File: src/sbpd_pkg.sv
// Shared types and constants for the sliced-bit parity deframer.
`default_nettype none
package sbpd_pkg;

  localparam int SAMPLE_WIDTH = 16;
  localparam int SUM_WIDTH    = SAMPLE_WIDTH + 2;
  localparam int DATA_BITS    = 8;
  localparam int CNT_WIDTH    = $clog2(DATA_BITS);
  localparam logic [CNT_WIDTH-1:0] LAST_DATA = CNT_WIDTH'(DATA_BITS - 1);

  localparam int QUEUE_DEPTH  = 4;
  localparam int QUEUE_AW     = $clog2(QUEUE_DEPTH);
  localparam int QUEUE_CW     = $clog2(QUEUE_DEPTH + 1);

  typedef struct packed {
    logic signed [SAMPLE_WIDTH-1:0] sample_a;
    logic signed [SAMPLE_WIDTH-1:0] sample_b;
    logic signed [SAMPLE_WIDTH-1:0] sample_c;
  } in_beat_t;

  typedef struct packed {
    logic                 byte_ready;
    logic [DATA_BITS-1:0] data_byte;
    logic                 parity_error;
  } out_beat_t;

  // Sliced symbol: has_bit is low for a zero sum.
  typedef struct packed {
    logic has_bit;
    logic bit_val;
  } slice_t;

  typedef struct packed {
    logic full;
    logic empty;
  } q_status_t;

  typedef enum logic [2:0] {
    ST_IDLE   = 3'b001,
    ST_DATA   = 3'b010,
    ST_PARITY = 3'b100
  } frame_state_t;

endpackage
`default_nettype wire

File: src/sliced_bit_parity_deframer.sv
// Sliced-bit deframer: 3-sample slicer, symbol queue, even-parity 8-bit frame decoder.
// Path: an accepted input beat is registered in the slicer, stored in the symbol queue, then registered at the output.
// Throughput: one beat per cycle when nothing stalls, set by the slicer add and deframer update.
// A 4-entry symbol queue lets the slicer keep taking beats while the output is stalled.
// Reset (rst, synchronous, active high) empties the queue, drops all valids and
// returns the frame decoder to idle with byte and parity cleared.
`default_nettype none
module sliced_bit_parity_deframer (
  input  wire                 logic clk,
  input  wire                 logic rst,
  input  wire                 logic in_valid,
  output logic                in_stall,
  input  wire sbpd_pkg::in_beat_t   in_data,
  output logic                out_valid,
  input  wire                 logic out_stall,
  output sbpd_pkg::out_beat_t out_data
);

  // Front to queue.
  logic                push;
  sbpd_pkg::slice_t    push_entry;
  // Queue to back end.
  logic                pop;
  sbpd_pkg::slice_t    pop_entry;
  sbpd_pkg::q_status_t q_status;

  // Slicer: sum of the three samples, sign gives the bit, zero gives none.
  sbpd_front u_front (
    .clk        (clk),
    .rst        (rst),
    .in_valid   (in_valid),
    .in_stall   (in_stall),
    .in_data    (in_data),
    .q_status   (q_status),
    .push       (push),
    .push_entry (push_entry)
  );

  // Decouples slicer from deframer so an output stall does not block input at once.
  sbpd_queue u_queue (
    .clk        (clk),
    .rst        (rst),
    .push       (push),
    .push_entry (push_entry),
    .pop        (pop),
    .pop_entry  (pop_entry),
    .status     (q_status)
  );

  // Deframer: start bit, eight data bits LSB first, even parity; one beat out per symbol.
  sbpd_back u_back (
    .clk        (clk),
    .rst        (rst),
    .q_status   (q_status),
    .pop_entry  (pop_entry),
    .pop        (pop),
    .out_valid  (out_valid),
    .out_stall  (out_stall),
    .out_data   (out_data)
  );

`ifndef ASSERT_OFF
  // A frame ends either good or bad, never both.
  a_flags_exclusive: assert property (@(posedge clk) disable iff (rst)
    out_valid |-> !(out_data.byte_ready && out_data.parity_error))
    else $error("byte_ready and parity_error both set");

  // Byte lane is zero unless a good frame is reported.
  a_byte_zero: assert property (@(posedge clk) disable iff (rst)
    (out_valid && !out_data.byte_ready) |-> (out_data.data_byte == '0))
    else $error("data_byte nonzero without byte_ready");

  // Queue status is consistent.
  a_queue_status: assert property (@(posedge clk) disable iff (rst)
    !(q_status.full && q_status.empty))
    else $error("queue full and empty together");

  // A beat is popped only while the output register can take it.
  a_pop_room: assert property (@(posedge clk) disable iff (rst)
    pop |-> (!q_status.empty && (!out_valid || !out_stall)))
    else $error("pop without room or data");
`endif

endmodule
`default_nettype wire

File: src/sbpd_front.sv
// Front stage: accepts sample beats and slices their sum into a symbol.
`default_nettype none
module sbpd_front (
  input  wire                logic clk,
  input  wire                logic rst,
  input  wire                logic in_valid,
  output logic               in_stall,
  input  wire sbpd_pkg::in_beat_t  in_data,
  input  wire sbpd_pkg::q_status_t q_status,
  output logic               push,
  output sbpd_pkg::slice_t   push_entry
);

  logic                                   f_valid;
  sbpd_pkg::slice_t                       f_slice;
  sbpd_pkg::slice_t                       slice_next;
  logic signed [sbpd_pkg::SUM_WIDTH-1:0]  sum;

  always_comb begin
    sum = sbpd_pkg::SUM_WIDTH'(in_data.sample_a)
        + sbpd_pkg::SUM_WIDTH'(in_data.sample_b)
        + sbpd_pkg::SUM_WIDTH'(in_data.sample_c);
    slice_next.has_bit = (sum != '0);
    slice_next.bit_val = sum[sbpd_pkg::SUM_WIDTH-1];
  end

  assign in_stall   = f_valid && q_status.full;
  assign push       = f_valid && !q_status.full;
  assign push_entry = f_slice;

  always_ff @(posedge clk) begin
    if (rst) begin
      f_valid <= 1'b0;
    end else if (!in_stall) begin
      f_valid <= in_valid;
    end
  end

  always_ff @(posedge clk) begin
    if (!in_stall && in_valid) begin
      f_slice <= slice_next;
    end
  end

endmodule
`default_nettype wire

File: src/sbpd_queue.sv
// Short symbol queue between the slicer and the deframer.
`default_nettype none
module sbpd_queue (
  input  wire                 logic clk,
  input  wire                 logic rst,
  input  wire                 logic push,
  input  wire sbpd_pkg::slice_t     push_entry,
  input  wire                 logic pop,
  output sbpd_pkg::slice_t    pop_entry,
  output sbpd_pkg::q_status_t status
);

  sbpd_pkg::slice_t                 mem [sbpd_pkg::QUEUE_DEPTH];
  logic [sbpd_pkg::QUEUE_AW-1:0]    wr_ptr;
  logic [sbpd_pkg::QUEUE_AW-1:0]    rd_ptr;
  logic [sbpd_pkg::QUEUE_CW-1:0]    count;

  assign status.full  = (count == sbpd_pkg::QUEUE_CW'(sbpd_pkg::QUEUE_DEPTH));
  assign status.empty = (count == '0);
  assign pop_entry    = mem[rd_ptr];

  always_ff @(posedge clk) begin
    if (push) begin
      mem[wr_ptr] <= push_entry;
    end
  end

  always_ff @(posedge clk) begin
    if (rst) begin
      wr_ptr <= '0;
      rd_ptr <= '0;
      count  <= '0;
    end else begin
      if (push) begin
        wr_ptr <= wr_ptr + 1'b1;
      end
      if (pop) begin
        rd_ptr <= rd_ptr + 1'b1;
      end
      if (push && !pop) begin
        count <= count + 1'b1;
      end else if (pop && !push) begin
        count <= count - 1'b1;
      end
    end
  end

endmodule
`default_nettype wire

File: src/sbpd_back.sv
// Back end: frame state machine, parity check and output register.
`default_nettype none
module sbpd_back (
  input  wire                 logic clk,
  input  wire                 logic rst,
  input  wire sbpd_pkg::q_status_t  q_status,
  input  wire sbpd_pkg::slice_t     pop_entry,
  output logic                pop,
  output logic                out_valid,
  input  wire                 logic out_stall,
  output sbpd_pkg::out_beat_t out_data
);

  sbpd_pkg::frame_state_t                state;
  sbpd_pkg::frame_state_t                state_next;
  logic [sbpd_pkg::CNT_WIDTH-1:0]        cnt;
  logic [sbpd_pkg::CNT_WIDTH-1:0]        cnt_next;
  logic [sbpd_pkg::DATA_BITS-1:0]        shift_byte;
  logic [sbpd_pkg::DATA_BITS-1:0]        shift_byte_next;
  logic                                  parity_acc;
  logic                                  parity_acc_next;
  sbpd_pkg::out_beat_t                   res;

  assign pop = !q_status.empty && (!out_valid || !out_stall);

  always_comb begin
    state_next      = state;
    cnt_next        = cnt;
    shift_byte_next = shift_byte;
    parity_acc_next = parity_acc;
    res             = '0;
    if (pop && pop_entry.has_bit) begin
      unique case (state)
        sbpd_pkg::ST_IDLE: begin
          if (!pop_entry.bit_val) begin
            state_next = sbpd_pkg::ST_DATA;
            cnt_next   = '0;
          end
        end
        sbpd_pkg::ST_DATA: begin
          shift_byte_next = {pop_entry.bit_val, shift_byte[sbpd_pkg::DATA_BITS-1:1]};
          parity_acc_next = parity_acc ^ pop_entry.bit_val;
          cnt_next        = cnt + 1'b1;
          if (cnt == sbpd_pkg::LAST_DATA) begin
            state_next = sbpd_pkg::ST_PARITY;
          end
        end
        sbpd_pkg::ST_PARITY: begin
          if (pop_entry.bit_val == parity_acc) begin
            res.byte_ready = 1'b1;
            res.data_byte  = shift_byte;
          end else begin
            res.parity_error = 1'b1;
          end
          state_next      = sbpd_pkg::ST_IDLE;
          cnt_next        = '0;
          shift_byte_next = '0;
          parity_acc_next = 1'b0;
        end
        default: begin
          state_next      = sbpd_pkg::ST_IDLE;
          cnt_next        = '0;
          shift_byte_next = '0;
          parity_acc_next = 1'b0;
        end
      endcase
    end
  end

  always_ff @(posedge clk) begin
    if (rst) begin
      state      <= sbpd_pkg::ST_IDLE;
      cnt        <= '0;
      shift_byte <= '0;
      parity_acc <= 1'b0;
      out_valid  <= 1'b0;
    end else begin
      state      <= state_next;
      cnt        <= cnt_next;
      shift_byte <= shift_byte_next;
      parity_acc <= parity_acc_next;
      if (pop) begin
        out_valid <= 1'b1;
      end else if (!out_stall) begin
        out_valid <= 1'b0;
      end
    end
  end

  always_ff @(posedge clk) begin
    if (pop) begin
      out_data <= res;
    end
  end

endmodule
`default_nettype wire

File: config.mk
export PLATFORM = sky130hd
export DESIGN_NAME = sliced_bit_parity_deframer
export DESIGN_NICKNAME = d
export VERILOG_FILES = /design/src/sbpd_pkg.sv /design/src/sliced_bit_parity_deframer.sv /design/src/sbpd_front.sv /design/src/sbpd_queue.sv /design/src/sbpd_back.sv
export SDC_FILE = /design/constraint.sdc
export NUM_CORES = 1
export LEC_CHECK = 0
export ABC_CLOCK_PERIOD_IN_PS = 3240
export BUFFER_PORTS_ARGS = -buffer_cell sky130_fd_sc_hd__buf_2
export CELL_PAD_IN_SITES_DETAIL_PLACEMENT = 0
export CELL_PAD_IN_SITES_GLOBAL_PLACEMENT = 1
export CORE_MARGIN = 2
export CORE_UTILIZATION = 30
export DETAILED_ROUTE_END_ITERATION = 8
export GPL_TIMING_DRIVEN = 1
export PLACE_DENSITY = 0.63
export REMOVE_ABC_BUFFERS = 1
export SYNTH_ARGS = -nofsm -noshare
export SYNTH_HDL_FRONTEND = slang
export SYNTH_SLANG_ARGS = --single-unit
File: constraint.sdc
create_clock -name clk -period 3.24 [get_ports clk]
set_input_delay 0.648 -clock clk [delete_from_list [all_inputs] [get_ports clk]]
set_output_delay 0.648 -clock clk [all_outputs]
set_load 0.01 [all_outputs]
### Word level (Yosys, flattened, before mapping)

Memory sizes are Yosys's and may differ from the RTL's. A register that Yosys moved wholly into a read port is not among the register bits.
Cells that the tools add are included.
W data, S select, Z words.

| storage, ports and cells | value |
|---|---|
| register bits after elaboration | 36 |
| RAM bits | 8 |
| output and inout bits | 12 |
| logic and storage cells | 73 |
| memories kept | 1 |

Memory list:

| memory | words | bits a word | rd ports | clocked after Yosys merged registers in | write ports | RTL line | source |
|---|---|---|---|---|---|---|---|
| u_queue.mem | 4 | 2 | 1 | 1 | 1 | sbpd_queue.sv:13 | `sbpd_pkg::slice_t mem [sbpd_pkg::QUEUE_DEPTH];` |

| cells by class | value |
|---|---|
| $add $sub $neg | 7 |
| eq/ne operators | 9 |
| multiplexer cells | 17 |
| bitwise gates (word level) | 2 |
| reduce and logical (&&, ||, !) cells | 23 |

Operators by type and width:

| cell | count |
|---|---|
| $add A17 B16 Y18 | 1 |
| $reduce_bool A18 Y1 | 1 |
| $add A16 B16 Y17 | 1 |
| $pmux W8 S2 | 1 |
| $mux W3 | 5 |
| $pmux W3 S2 | 2 |
| $eq A3 B3 Y1 const B | 3 |
| $mux W9 | 1 |
| $logic_and A1 B1 Y1 | 7 |
| $logic_not A1 Y1 | 7 |
| $add A3 B1 Y3 const B | 2 |
| $reduce_and A2 Y1 | 3 |
| $reduce_and A3 Y1 | 2 |
| $mux W1 | 5 |
| $add A2 B1 Y2 const B | 2 |
| $mux W2 | 2 |
| $ne A2 B1 Y1 const B | 2 |
| $eq A3 B1 Y1 const B | 1 |
| $eq A3 B2 Y1 const B | 1 |
| $logic_not A3 Y1 | 1 |
| $sub A3 B1 Y3 const B | 1 |
| $ne A2 B2 Y1 const B | 1 |
| $pmux W1 S2 | 1 |
| $reduce_bool A2 Y1 | 1 |
| other kinds (4) | 4 |

### Depth between registers and ports, before layout

| depth | value |
|---|---|
| depth in word-level cells | 7 |
| depth in mapped cells | 12 |

### By module

From an unflattened synthesis, not the netlist that was laid out.

| second synthesis, totals | value |
|---|---|
| cells, all modules | 336 |
| area, all modules | 3,368.2 sq um |

By module, submodules not included:

| module | instances | cells each | area an instance (sq um) |
|---|---|---|---|
| sbpd_front | 1 | 164 | 1,376.3 |
| sbpd_back | 1 | 118 | 1,277.5 |
| sbpd_queue | 1 | 54 | 714.4 |

### Least setup slack after synthesis

Ideal clock, no wire load.

| path | value |
|---|---|
| path kind | input-to-reg |
| from | in in_data[1] (netlist name) |
| to | reg u_front.f_slice (netlist bit u_front.push_entry[1]), data pin |
| setup time | 271 ps |
| data arrival time | 3,133 ps |
| setup slack | -163 ps |
| stages | 10 |
| cell sequence | fa_1 > ha_1 > fa_1 > a211oi_2 > nor3_2 > or2_2 > a31oi_1 > mux2_2 > o22ai_1 > nand4_1 |

RTL lines:

| element | RTL line | source |
|---|---|---|
| start, declared | sliced_bit_parity_deframer.sv:13 | `input wire sbpd_pkg::in_beat_t in_data,` |
| end signal, assigned | sbpd_front.sv:41 | `f_slice <= slice_next;` |
| end, declared | sbpd_front.sv:15 | `sbpd_pkg::slice_t f_slice;` |

==> key figures <==
Global routing
  • Largest net degree at the start of global routing: 26
  • First-pass GRT wire length: 11800 µm
  • Vias in the first global route: 2614
  • Total track usage: 12.7%
  • GRT overflow: 0
  • Initial antenna violation count: 0

Yosys
  • Synth Flop Type: dfxtp_1
  • Synth top area cells: edfxtp_1, dfxtp_1, fa_1
  • Cell Area, Synth: 3120 µm²
  • Cells after synthesis: 307
  • Yosys reg bits: 46
  • Mux contribution to synthesized area: 3.20%
  • Async set or reset register ratio after synthesis: 0%
  • Yosys cell types: 62
  • Main combinational cell family by area after synthesis: adder cells
  • Post-synth top cells: dfxtp_1, nand2_1, ha_1, nor2_1, edfxtp_1
  • Share of the synthesized area in the top cell type: 19.2%
  • EDFF count, synth: 20
  • Register area share after synthesis: 35.9%
  • Syn Area/Cell: 10.2 µm²
  • Post-synthesis xor/xnor area fraction: 2.80%
  • Synth warn: 0
  • Simple-gate share of the synthesized area: 19.5%
  • Yosys top cell by area: edfxtp_1
  • Top-count cell post-synth: dfxtp_1
  • Post-synthesis adder-cell area fraction: 20.7%
  • Synth Area in Compound Gates: 15.0%

Placed design
  • Dpl cell area: 3850 µm²
  • Port Buffers: 63
  • HPWL Detailed: 5390 µm
  • Pre-CTS setup slack: -394 ps
  • Gpl congestion: 0.840

Layout
  • Diode count: 0
  • Area Overhead vs Synth: 29.0%
  • Finished Cell Area: 4030 µm²
  • Filler Cell Count: 1029
  • Fin nets: 499
  • Layout cells sized above 1: 33.4%
  • Fin util: 39.4%

STA
  • RSZ-0062 raised after global routing: yes
  • Fin Hold WS: 449 ps
  • Crit path time final: 3190 ps
  • Worst-Margin Slew: 759 ps
  • Final setup skew: 6.30 ps
  • Slew HR: 49.3%
  • Fmax: 313 MHz
  • Final-report hold violation count: 0
  • Tcrit/Tclk final: 98.6%
  • Setup Viol. Count Final: 0
  • Slew Viols, Final: 0
  • Setup TNS after final layout: 0 ps
  • Worst Setup Slack, final: 46.0 ps

Power and ir drop
  • Power per standard cell area: 592 nW/µm²
  • Pleak: 1.70 nW
  • Peak VDD IR: 0.000208 V

Die
  • Die Wd: 106 µm
  • IO Count: 64
  • Row cnt: 37
  • Die H: 106 µm
  • CORE AREA: 10200 µm²
  • Initial Util: 30.5%
  • Die area: 11200 µm²

Hold path
  • Worst Hold Class: reg -> reg

Clock network
  • CTS sink count: 46
  • Clock Tree Buf Depth: 2
  • CTS Hold Bufs: 0
  • CTS tree: built
  • CTS root buf: clkbuf_8
  • Worst-path clk slew: 80 ps
  • Num CTS Buffers: 5
  • H-tree levels: 2
  • Clk Latency, worst-skew pair: 300 ps

Run status
  • Status: finished, final reports clean

Critical path
  • Worst-path cell chain: buf_6, fa_1, ha_2, fa_2, a211oi_2, nor3_2, or2_2, buf_4, mux2i_1, nand3_1, a2111oi_4, nand4_1
  • Critical path capture point type: flip-flop
  • Critical path arrival: 3230 ps
  • CP max stage delay: 470 ps
  • CP max FO: 2
  • WP data required: 3270 ps
  • Type of origin of the critical path: input port
  • CP Class: in -> reg
  • Slowest stage cell, crit path: fa_1

Route
  • Routed WL: 6710 µm
  • 1st-pass router iterations: 5
  • Initial DRC Count: 113
  • DR DRC count: 0
  • Drt wl/cell: 12.4 µm
  • Via Count: 2609
  • Post-DRT Antenna Nets: 0
  • Vias per Instance: 4.80

Job
  • Maxcap violations: 0
final cells by class:
class | instances | area [µm²] | share of cell area (%)
well taps | 136 | 170 | 4.22
clock buffers | 5 | 68.8 | 1.71
repair buffers | 100 | 609 | 15.1
multi-input cells | 240 | 1970 | 48.8
inverters | 13 | 48.8 | 1.21
flip-flops and latches | 46 | 1120 | 27.8
clock inverters | 3 | 43.8 | 1.09
power by group:
part | internal [mW] | switching, mW | total [mW] | leakage [nW]
clock | 0.230 | 0.192 | 0.422 | 0.0547
combinational | 0.513 | 0.641 | 1.15 | 1.25
sequential | 0.745 | 0.0627 | 0.807 | 0.395
layer usage:
| layer | vias up | part of all wire [%] | GRT usage [%] |
|---|---|---|---|
| met5 | - | 0 | 0 |
| met4 | 0 | 1.2 | 3.57 |
| met3 | 6 | 4.9 | 2.76 |
| met2 | 61 | 45 | 20.5 |
| met1 | 1230 | 48 | 17.3 |
| li1 | 1312 | - | - |
final timing paths:
path / from / end / slack [ps] / cells after the start
setup / recovery: in_data[33] / u_front.push_entry[1]$_DFFE_PP_ / 50 / 12
hold / removal: u_back.shift_byte[0]$_SDFFE_PP0P_ / u_back.shift_byte[0]$_SDFFE_PP0P_ / 450 / 2
setup reg to reg: u_queue.count[0]$_SDFFE_PP0P_ / u_queue.count[2]$_SDFFE_PP0P_ / 900 / 8
hold reg to reg: u_back.shift_byte[0]$_SDFFE_PP0P_ / u_back.shift_byte[0]$_SDFFE_PP0P_ / 450 / 2
critical path: cells and delay by family:
family	cells	cell delay [ps]
AOI/OAI and AO/OA	2	540
adders and majority gates	3	1040
buffers and inverters	2	230
muxes	1	140
and+or+nand+nor	4	620
per-stage QoR:
step                      power [mW]  cells
after floorplan                 1.52    299
after global placement          1.94    535
after detailed placement        1.95    535
after CTS                       2.39    543
after global routing            2.60    543
final                           2.38    543
flip-flops by register name, summed over array words and instances (netlist names), named ones only:
| signal | count |
|---|---|
| u_front.push_entry | 2 |
| u_back.out_valid | 1 |
| u_back.state | 3 |
| u_back.parity_acc | 1 |
| u_back.cnt | 3 |
| u_back.out_data | 10 |
| u_queue.count | 3 |
| u_queue.rd_ptr | 2 |
| u_front.f_valid | 1 |
| u_back.shift_byte | 8 |
| u_queue.mem | 8 |
| u_queue.wr_ptr | 2 |
cells in the final DEF (no fill, tap or decap), types with 3 or more instances in the layout:
cell and count:
buf_2 61, buf_4 36, dfxtp_1 26, nand2_1 25
nor2_1 23, ha_1 22, edfxtp_1 20, a21oi_1 19
fa_1 17, inv_1 13, nand3_1 13, and3_1 10
o21ai_0 9, nor3_1 8, and2_1 6, nand4_1 5
xor2_1 5, clkbuf_8 5, nor3b_1 4, o211ai_1 4
a21o_1 4, mux2i_1 4, xnor2_1 4, nor2b_1 3
nand2b_1 3, buf_6 3
timing repair:
| item | in CTS | in global routing |
|---|---|---|
| gates resized for setup | 3 | 8 |
| setup endpoints to repair | 1 | 1 |
| pin swaps | 2 | 12 |
| setup buffers | 0 | 0 |
logic make-up (layout without fill, tap and decap cells):
logic type / after synthesis / after routing
AND/OR/NAND/NOR: 116 / 116
AO/OA/AOI/OAI: 66 / 66
flip-flops: 46 / 46
adder cells (fa/ha/maj): 41 / 41
buffers and inverters: 21 / 121
XOR/XNOR: 10 / 10
multiplexers: 7 / 7
Note: power is estimated with default switching activity, not from simulation.
